--- src/hdl/crcfr_pkg.sv ---
// Shared constants, types and the CRC-8 byte update for the framed receiver.
// No dependencies; imported by crcfr_frame, crcfr_scale and the top level.
`default_nettype none

package crcfr_pkg;

    localparam logic [7:0]  HDR_BYTE  = 8'hA5;
    localparam logic [7:0]  CRC_POLY  = 8'h8C;
    localparam logic [3:0]  CHECK_POS = 4'd8;
    localparam logic [3:0]  POS_SPD_LO = 4'd4;
    localparam logic [3:0]  POS_SPD_HI = 4'd5;
    localparam logic [3:0]  POS_TEMP   = 4'd6;
    localparam logic [15:0] SCALE_MUL = 16'd55000;
    localparam logic [14:0] SCALE_DIV = 15'd32767;

    // Fields of a checked frame handed to the scaling pipeline.
    typedef struct packed {
        logic [15:0] raw;
        logic [7:0]  temp;
    } t_frame_res;

    // Reflected CRC-8, one byte, LSB first.
    function automatic logic [7:0] crc_feed(input logic [7:0] crc, input logic [7:0] b);
        logic [7:0] c;
        c = crc ^ b;
        for (int k = 0; k < 8; k++) begin
            c = c[0] ? ((c >> 1) ^ CRC_POLY) : (c >> 1);
        end
        return c;
    endfunction

endpackage

`default_nettype wire

--- src/hdl/crcfr_frame.sv ---
// Header hunt, frame byte counter, running CRC-8 and field capture.
// Depends on crcfr_pkg; feeds one checked frame result to crcfr_scale.
`default_nettype none

module crcfr_frame
    import crcfr_pkg::*;
(
    input  wire logic       i_clk,
    input  wire logic       i_rst_n,
    input  wire logic       i_valid,
    output logic            o_take,
    input  wire logic [7:0] i_rx_byte,
    output logic            o_res_valid,
    input  wire logic       i_res_take,
    output t_frame_res      o_res
);

    logic       r_in_frame, n_in_frame;
    logic [3:0] r_count, n_count;
    logic [7:0] r_crc, n_crc;
    logic [7:0] r_spd_lo, n_spd_lo;
    logic [7:0] r_spd_hi, n_spd_hi;
    logic [7:0] r_temp, n_temp;
    logic       r_res_valid, n_res_valid;
    t_frame_res r_res, n_res;
    logic       accept;

    assign o_take = !r_res_valid || i_res_take;
    assign accept = i_valid && o_take;

    always_comb begin
        n_in_frame  = r_in_frame;
        n_count     = r_count;
        n_crc       = r_crc;
        n_spd_lo    = r_spd_lo;
        n_spd_hi    = r_spd_hi;
        n_temp      = r_temp;
        n_res_valid = r_res_valid && !i_res_take;
        n_res       = r_res;
        if (accept) begin
            if (!r_in_frame) begin
                if (i_rx_byte == HDR_BYTE) begin
                    n_in_frame = 1'b1;
                    n_count    = 4'd1;
                    n_crc      = crc_feed(8'd0, i_rx_byte);
                end else begin
                    n_count = 4'd0;
                end
            end else if (r_count >= CHECK_POS) begin
                // Check byte: emit on match, drop otherwise, resume hunting.
                if (i_rx_byte == r_crc) begin
                    n_res_valid = 1'b1;
                    n_res.raw   = {r_spd_hi, r_spd_lo};
                    n_res.temp  = r_temp;
                end
                n_in_frame = 1'b0;
                n_count    = 4'd0;
            end else begin
                if (r_count == POS_SPD_LO) n_spd_lo = i_rx_byte;
                if (r_count == POS_SPD_HI) n_spd_hi = i_rx_byte;
                if (r_count == POS_TEMP)   n_temp   = i_rx_byte;
                n_crc   = crc_feed(r_crc, i_rx_byte);
                n_count = r_count + 4'd1;
            end
        end
    end

    always_ff @(posedge i_clk) begin
        if (!i_rst_n) begin
            r_in_frame  <= 1'b0;
            r_count     <= 4'd0;
            r_crc       <= 8'd0;
            r_res_valid <= 1'b0;
        end else begin
            r_in_frame  <= n_in_frame;
            r_count     <= n_count;
            r_crc       <= n_crc;
            r_res_valid <= n_res_valid;
        end
    end

    always_ff @(posedge i_clk) begin
        r_spd_lo <= n_spd_lo;
        r_spd_hi <= n_spd_hi;
        r_temp   <= n_temp;
        r_res    <= n_res;
    end

    assign o_res_valid = r_res_valid;
    assign o_res       = r_res;

endmodule

`default_nettype wire

--- src/hdl/crcfr_scale.sv ---
// Two-stage scaling pipeline: speed times 55000, then floor divide by 32767;
// temperature times ten. Depends on crcfr_pkg; drives the result channel.
`default_nettype none

module crcfr_scale
    import crcfr_pkg::*;
(
    input  wire logic        i_clk,
    input  wire logic        i_rst_n,
    input  wire logic        i_res_valid,
    output logic             o_res_take,
    input  wire t_frame_res  i_res,
    output logic             o_valid,
    input  wire logic        i_stall,
    output logic [16:0]      o_speed_value,
    output logic [11:0]      o_temp_value
);

    logic        r_a_valid;
    logic [31:0] r_a_prod;
    logic [11:0] r_a_temp10;
    logic        r_b_valid;
    logic [16:0] r_b_speed;
    logic [11:0] r_b_temp;
    logic        en_a, en_b;
    logic [11:0] temp_ext;
    logic [16:0] q0;
    logic [17:0] rem0;
    logic [17:0] q1;
    logic [15:0] rem1;
    logic [17:0] quot;

    assign en_b       = !r_b_valid || !i_stall;
    assign en_a       = !r_a_valid || en_b;
    assign o_res_take = en_a;
    assign temp_ext   = {4'd0, i_res.temp};

    // Divide by 2^15-1: shift gives a low estimate, fold the remainder twice,
    // then one final compare.
    always_comb begin
        q0   = r_a_prod[31:15];
        rem0 = {3'd0, r_a_prod[14:0]} + {1'b0, q0};
        q1   = {1'b0, q0} + {15'd0, rem0[17:15]};
        rem1 = {1'b0, rem0[14:0]} + {13'd0, rem0[17:15]};
        quot = q1 + {17'd0, (rem1 >= {1'b0, SCALE_DIV})};
    end

    always_ff @(posedge i_clk) begin
        if (!i_rst_n) begin
            r_a_valid <= 1'b0;
            r_b_valid <= 1'b0;
        end else begin
            if (en_a) r_a_valid <= i_res_valid;
            if (en_b) r_b_valid <= r_a_valid;
        end
    end

    always_ff @(posedge i_clk) begin
        if (en_a) begin
            r_a_prod   <= {16'd0, i_res.raw} * {16'd0, SCALE_MUL};
            r_a_temp10 <= (temp_ext << 3) + (temp_ext << 1);
        end
        if (en_b) begin
            r_b_speed <= quot[16:0];
            r_b_temp  <= r_a_temp10;
        end
    end

    assign o_valid       = r_b_valid;
    assign o_speed_value = r_b_speed;
    assign o_temp_value  = r_b_temp;

endmodule

`default_nettype wire

--- src/hdl/crc8_framed_speed_temp_receiver.sv ---
// Top level of the CRC-8 checked speed/temperature frame receiver.
// Depends on crcfr_pkg, crcfr_frame and crcfr_scale.
//
// Feed received serial bytes on the input channel, one per transfer. While
// hunting, the block drops every byte except the header 0xA5; a header opens
// a nine-byte frame (header included) and any 0xA5 inside the frame is plain
// data. A reflected CRC-8 (poly 0x8C, init 0, no final xor) covers bytes 0
// to 7; when byte 8 matches, one result transfer follows carrying
// floor(speed * 55000 / 32767) from little-endian bytes 4 and 5, and byte 6
// times ten. A failed frame yields nothing. The block takes one byte every
// cycle unless it stalls its input; a result leaves three register stages
// after its check byte (frame result, product, quotient). Input stall rises
// only when all three stages hold results and the output side stalls.
`default_nettype none

module crc8_framed_speed_temp_receiver
    import crcfr_pkg::*;
(
    input  wire logic        i_clk,
    input  wire logic        i_rst_n,
    input  wire logic        i_valid,
    output logic             o_stall,
    input  wire logic [7:0]  i_rx_byte,
    output logic             o_valid,
    input  wire logic        i_stall,
    output logic [16:0]      o_speed_value,
    output logic [11:0]      o_temp_value
);

    logic       take;
    logic       res_valid;
    logic       res_take;
    t_frame_res res;

    // Hunt, count, check and capture frame fields.
    crcfr_frame u_frame (
        .i_clk       (i_clk),
        .i_rst_n     (i_rst_n),
        .i_valid     (i_valid),
        .o_take      (take),
        .i_rx_byte   (i_rx_byte),
        .o_res_valid (res_valid),
        .i_res_take  (res_take),
        .o_res       (res)
    );

    // Scale good frames and hold them in the output register.
    crcfr_scale u_scale (
        .i_clk         (i_clk),
        .i_rst_n       (i_rst_n),
        .i_res_valid   (res_valid),
        .o_res_take    (res_take),
        .i_res         (res),
        .o_valid       (o_valid),
        .i_stall       (i_stall),
        .o_speed_value (o_speed_value),
        .o_temp_value  (o_temp_value)
    );

    assign o_stall = !take;

    // Back-pressure reaches the input only through a full, stalled output.
    a_stall_needs_full_out: assert property (@(posedge i_clk) disable iff (!i_rst_n)
        o_stall |-> (o_valid && i_stall))
        else $error("input stalled while output stage free");

    a_speed_range: assert property (@(posedge i_clk) disable iff (!i_rst_n)
        o_valid |-> (o_speed_value <= 17'd110001))
        else $error("scaled speed out of range");

    a_temp_range: assert property (@(posedge i_clk) disable iff (!i_rst_n)
        o_valid |-> (o_temp_value <= 12'd2550))
        else $error("temperature out of range");

endmodule

`default_nettype wire

--- config.mk ---
export PLATFORM = sky130hd
export DESIGN_NAME = crc8_framed_speed_temp_receiver
export DESIGN_NICKNAME = d
export VERILOG_FILES = /design/src/hdl/crcfr_pkg.sv /design/src/hdl/crcfr_frame.sv /design/src/hdl/crcfr_scale.sv /design/src/hdl/crc8_framed_speed_temp_receiver.sv
export SDC_FILE = /design/constraint.sdc
export NUM_CORES = 1
export LEC_CHECK = 0
export BUFFER_PORTS_ARGS = -buffer_cell sky130_fd_sc_hd__buf_4
export CORE_ASPECT_RATIO = 1.4
export CORE_MARGIN = 2
export CORE_UTILIZATION = 55
export CTS_BUF_LIST = sky130_fd_sc_hd__clkbuf_4
export CTS_CLUSTER_DIAMETER = 40
export DETAILED_ROUTE_END_ITERATION = 10
export PLACE_DENSITY = 0.75
export SLEW_MARGIN = 30
export SYNTH_ARGS = -nofsm -noshare
export SYNTH_HDL_FRONTEND = slang
export SYNTH_HIERARCHICAL = 1
export SYNTH_SLANG_ARGS = --single-unit
--- constraint.sdc ---
create_clock -name i_clk -period 5.9 [get_ports i_clk]
set_input_delay 1.18 -clock i_clk [delete_from_list [all_inputs] [get_ports i_clk]]
set_output_delay 1.18 -clock i_clk [all_outputs]
set_load 0.02 [all_outputs]
# Yosys cells after proc, flatten, opt, wreduce, memory -nomap -nowiden
# Index checks and enable logic that the tools add are counted.
op_classes:
  magnitude_cmp: 2
  n_reduce_logical: 17
  n_addsub: 6
  n_mux: 29
  multipliers: 1
  n_eq_ne: 6
  bitwise_logic: 18
ops:
  columns: ["operator", "count"]
  rows:
  - ["8-bit 2-to-1 mux", 19]
  - ["2-bit inverter with 3-bit output", 16]
  - ["16-bit by 13-bit multiplier with 29-bit output (second input constant)", 1]
  - ["15-bit by 17-bit adder with 18-bit output", 1]
  - ["17-bit by 1-bit adder with 17-bit output", 1]
  - ["17-bit by 3-bit adder with 17-bit output", 1]
  - ["15-bit by 3-bit adder with 16-bit output", 1]
  - ["16-bit by 15-bit >= comparator with 1-bit output (second input constant)", 1]
  - ["4-bit AND reduction", 4]
  - ["11-bit by 9-bit adder with 12-bit output", 1]
  - ["4-bit by 3-bit equality test with 1-bit output (second input constant)", 3]
  - ["8-bit equality test", 1]
  - ["8-bit equality test (second input constant)", 1]
  - ["1-bit 2-to-1 mux", 8]
  - ["4-bit 2-to-1 mux", 2]
  - ["8-bit bitwise XOR", 1]
  - ["1-bit logical NOT", 6]
  - ["4-bit by 1-bit adder with 4-bit output (second input constant)", 1]
  - ["4-bit >= comparator (second input constant)", 1]
  - ["1-bit logical OR", 3]
  - ["3-bit AND reduction", 1]
  - ["1-bit logical AND", 2]
  - ["2-bit != test (second input constant)", 1]
  - ["2-bit nonzero test", 1]
  - ["1-bit inverter", 1]
word_totals:
  out_inout_bits: 31
  elab_cells: 94
  input_bits: 12
  register_bits: 134

# Longest topological paths before layout
logic_depth:
  depth_word: 19
  ltp_mapped: 26
  mapped_depth_nobuf: 26

# By module
# Netlist, hierarchy kept.
by_module_without_submodules:
  columns: ["module", "cells_each", "seq_area_each_um2", "instances", "area_each_um2"]
  rows:
  - ["crcfr_scale", 743, 2082.0, 1, 7943.9]
  - ["crcfr_frame", 152, 1721.7, 1, 2427.3]
  - ["crc8_framed_speed_temp_receiver", 1, 0.0, 1, 3.8]

# Worst setup path before layout
# OpenSTA, ideal clock, no wires.
synth_path:
  kind: "reg-to-reg"
  from: "register u_scale.r_a_prod[18]"
  to: "register u_scale.r_b_speed[14] (netlist: u_scale/o_speed_value[14]), data pin"
  path_slack_ps: 220
  setup_ps: 258
  t_arrival_ps: 5422
  path_stages_with_launch: 26
  n_path_buf: 0
  synth_period_minus_slack_ps: 5680
  t_required_ps: 5642
  cell_sequence: "edfxtp_1 > ha_1 > fa_1 > a21o_1 > a211oi_1 > nor2_1 > o41ai_2 > o21ai_1 > a21oi_2 > xnor2_1 > ha_1 > inv_1 > fa_1 > nor2b_1 > nor4b_1 > nand4_1 > a21bo_2 > nor3_1 > nand4_1 > fa_1 > fa_1 > nor2b_1 > nor2_1 > nor3_1 > nand3_1 > xnor2_1"
synth_between:
  elab_chain_cells: 4
  word_cells_on_any_way: 5
  classes_between: "4 x add/sub; 1 x order compare"
synth_rtl:
  columns: ["item", "line", "rtl"]
  rows:
  - ["start: declaration", "crcfr_scale.sv:20", "logic [31:0] r_a_prod;"]
  - ["start signal: assignment", "crcfr_scale.sv:60", "r_a_prod <= {16'd0, i_res.raw} * {16'd0, SCALE_MUL};"]
  - ["15-bit by 17-bit adder with 18-bit output", "crcfr_scale.sv:42", "rem0 = {3'd0, r_a_prod[14:0]} + {1'b0, q0};"]
  - ["15-bit by 3-bit adder with 16-bit output", "crcfr_scale.sv:44", "rem1 = {1'b0, rem0[14:0]} + {13'd0, rem0[17:15]};"]
  - ["16-bit by 15-bit >= comparator with 1-bit output", "crcfr_scale.sv:45", "quot = q1 + {17'd0, (rem1 >= {1'b0, SCALE_DIV})};"]
  - ["17-bit by 1-bit adder with 17-bit output *", "crcfr_scale.sv:45", null]
  - ["net u_scale.quot[14]", "crcfr_scale.sv:31", "logic [17:0] quot;"]
  - ["end signal: assignment", "crcfr_scale.sv:64", "r_b_speed <= quot[16:0];"]
  - ["end: declaration", "crcfr_scale.sv:23", "logic [16:0] r_b_speed;"]
# The timed path passes the listed nets; every way through them passes the cells marked *.
# A chain may end at the register's enable or synchronous reset.

# Worst setup path after layout
# Ends and elaborated chain as after synthesis.

==> impl_results.md <==
* CP Max Fanout at 3
* Vias in the first global route at just under 7,000
* Chip width at around 120 um
* Sequential fraction of the synthesis area at 0.367
* Initial Util at 0.560
* Cells after Synth at roughly 900
* DR vias at 6,481
* Async set-reset flop share out of synthesis at 0
* Top cells by count, synth: inv_1 (189), ha_1 (123), edfxtp_1 (116)
* Cell mode on critical path: fa_2
* FILL cells at 1,434
* Worst Hold Class: flip-flop to flip-flop
* TritonCTS clock tree: yes
* Dpl cell area at about 0.011 mm2
* Arrival @ worst endpoint at 5.93 ns
* Cts bufs inserted at 17
* Global-route wire length before repair at approximately 32 mm
* First-pass DRT Iterations at 6
* Overflow after GRT at 0
* Placer Congestion at roughly 0.90
* Register area at between 0.003 and 0.004 mm2
* Count leader, synth: inv_1
* XOR/XNOR Fraction of Synth Area at 0.0731
* Startpoint types: flip-flop
* Synth Area in Compound Gates at 0.0772
* Drt drc at 0
* CP peak stage delay at approximately 0.46 ns
* Pin count of the biggest net entering global routing at 42
* Skew final at 0.0209 ns
* Critical path's slowest cell: edfxtp_1
* Flops & latches, synth at 132
* Power Dens Cells at 152 mW/mm2
* CTS sink count at between 100 and 150
* Final Util at 0.621
* Area leader, netlist: edfxtp_1
* NumNets Final at 1,195
* Synthesized cell area at 0.0104 mm2
* Post-Syn Area per Cell at about 12 um2
* Worst-Margin Slew at 0.528 ns
* Hpwl dp at 15.7 mm
* Placed cells at between 1,000 and 1,500
* Status: complete, no violations
* Post-synthesis mux area share at 0.00193
* Top-area cell type share of the netlist area at 0.336
* Worst-path clk slew at between 0.1 and 0.15 ns
* Vias per cell at roughly 5.3
* Number of synthesized flops with an enable pin at approximately 120
* Max Fclk at ~180 MHz
* Longest Clk Path Bufs at 2
* Post-Synth Adder-Cell Area at 0.330
* Wire per inst at around 16 um
* Hold_buf cts at 0
* WS Path Type: flip-flop to flip-flop
* Finished Cell Area at about 0.011 mm2
* Port Buffers at just over 40
* Die area at 0.0200 mm2
* Minimum clock period after layout at roughly 5.6 ns
* Main synth FF type: edfxtp_1
* Drt initial violations at roughly 250
* Layout cell share with drive strength beyond 1 at 0.128
* H-tree Lvls at 4
* Drt total wl at about 19 mm
* Multi-input logic area at ~0.0059 mm2
* Final worst path period share at 0.952
* Fin cells at 1,224
* Core ar. at approximately 0.019 mm2
* P_leak at about 5.2 nW
* Kind of end point of the critical path: flip-flop
* Num rows at 59
* Net Count, Synth at approximately 1,100
* Clock latency on the worst-skew pair at 0.55 ns
* Final setup fails at 0
* Synth area leaders: edfxtp_1 (34%), fa_1 (18%), ha_1 (15%), inv_1 (6.8%), xnor2_1 (4.1%)
* Slew headroom at 0.648
* Max-slew violation count at 0
* Gr usage total at 0.204
* Hold Vio Cnt, Final at 0
* Synth-to-Final Area Change at 10.8%
* Yosys warning count at 6
* Worst EP required at 6.21 ns
* Pwr Total at between 1.5 and 2 mW
* ANT nets after route at 0
* Largest family of logic cells by synthesized area: adder cells
* Post-Synth Simple-Gate Area at 0.0809
* Initial antenna violation count at 1
* CTS root buf: clkbuf_4
* Max-cap viol count at 0
* Cell variety after synth at 63
* Die Height at roughly 170 um
* Max VDD drop at about 240 uV
* I/O pins at between 40 and 50
[power breakdown]
part	internal (mW)	switching (mW)	total (mW)
sequential	1.00	0.000188	1.00
combinational	0.0208	0.0238	0.0446
clock	0.347	0.358	0.705
total	1.37	0.382	1.75
[layer usage]
layer,part of all wire,wire (um),up-vias,track usage
met5,0,0,-,0
met4,0.059,1120,0,0.127
met3,0.031,588,61,0.0284
met2,0.54,10500,155,0.381
met1,0.37,7040,3111,0.210
li1,-,-,3154,-
[sequential cells by signal, indices dropped and copies added, names as in the netlist]
name,flops
u_frame/o_res,24
u_frame/o_res_valid,1
u_frame/r_count,4
u_frame/r_crc,8
u_frame/r_in_frame,1
u_frame/r_spd_hi,8
u_frame/r_spd_lo,8
u_frame/r_temp,8
u_scale/o_speed_value,17
u_scale/o_temp_value,11
u_scale/o_valid,1
u_scale/r_a_prod,29
u_scale/r_a_temp10,11
u_scale/r_a_valid,1
[cell usage in the layout, fill, tap and decap left out, types with 5 or more instances in the layout]
cell type / instances
a21o_1: 16
a21oi_1: 29
and3_1: 8
buf_4: 55
clkbuf_4: 18
dfxtp_1: 16
edfxtp_1: 116
fa_1: 90
ha_1: 119
inv_1: 189
nand2_1: 27
nand2b_1: 8
nand3_1: 19
nand4_1: 7
nor2_1: 27
nor2b_1: 14
nor3_1: 13
o21a_1: 5
o21ai_0: 17
o21ai_1: 5
o21bai_1: 5
xnor2_1: 48
xnor2_2: 6
xor2_1: 22
[final timing paths]
check	slack, ns	endpoint	startpoint	cells past startpoint
hold / removal	0.41	u_frame/o_res[14]	u_frame/r_spd_lo[6]	0
setup reg to reg	0.28	u_scale/o_speed_value[14]	u_scale/r_a_prod[18]	25
setup / recovery	0.28	u_scale/o_speed_value[14]	u_scale/r_a_prod[18]	25
hold reg to reg	0.41	u_frame/o_res[14]	u_frame/r_spd_lo[6]	0
[cell families (layout without fill, tap and decap cells)]
logic type	count (synthesis)	in the layout
flip-flops	132	132
AO/OA/AOI/OAI	116	116
adder cells (fa/ha/maj)	217	217
multiplexers	2	2
AND/OR/NAND/NOR	157	157
XOR/XNOR	78	78
other	1	2
buffers and inverters	193	276
[through the flow]
| step | TNS, ns | hold WS [ns] | setup WS (ns) |
|---|---|---|---|
| floorplan | 0 | 0.400 | 0.220 |
| global placement | 0 | 0.401 | 0.0989 |
| detailed placement | -0.282 | 0.405 | -0.117 |
| CTS | 0 | 0.424 | 0.00816 |
| global route | -0.604 | 0.419 | -0.143 |
| finish | 0 | 0.415 | 0.282 |
[area by class of cell]
class,count,share of cell area
tap,244,0.0266
multi-input combinational,571,0.515
clock inverter,14,0.0176
inverter,189,0.0617
timing repair buffer,55,0.0359
antenna,1,0.000218
sequential,132,0.331
clock buffer,18,0.0118
[critical path, delay by kind of cell (launching register included)]
kind	cells	cell delay (ns)
adder cells (fa/ha/maj)	6	1.95
AND/OR/NAND/NOR	10	1.44
AO/OA/AOI/OAI	6	1.19
flip-flops	1	0.46
XOR/XNOR	2	0.30
buffers and inverters	1	0.05
[timing repair]
action,in CTS,in global routing
buffers inserted,0,5
setup endpoints to repair,3,11
pin swaps,1,17
resized for setup,1,18
(Power assumes the default switching activity.)
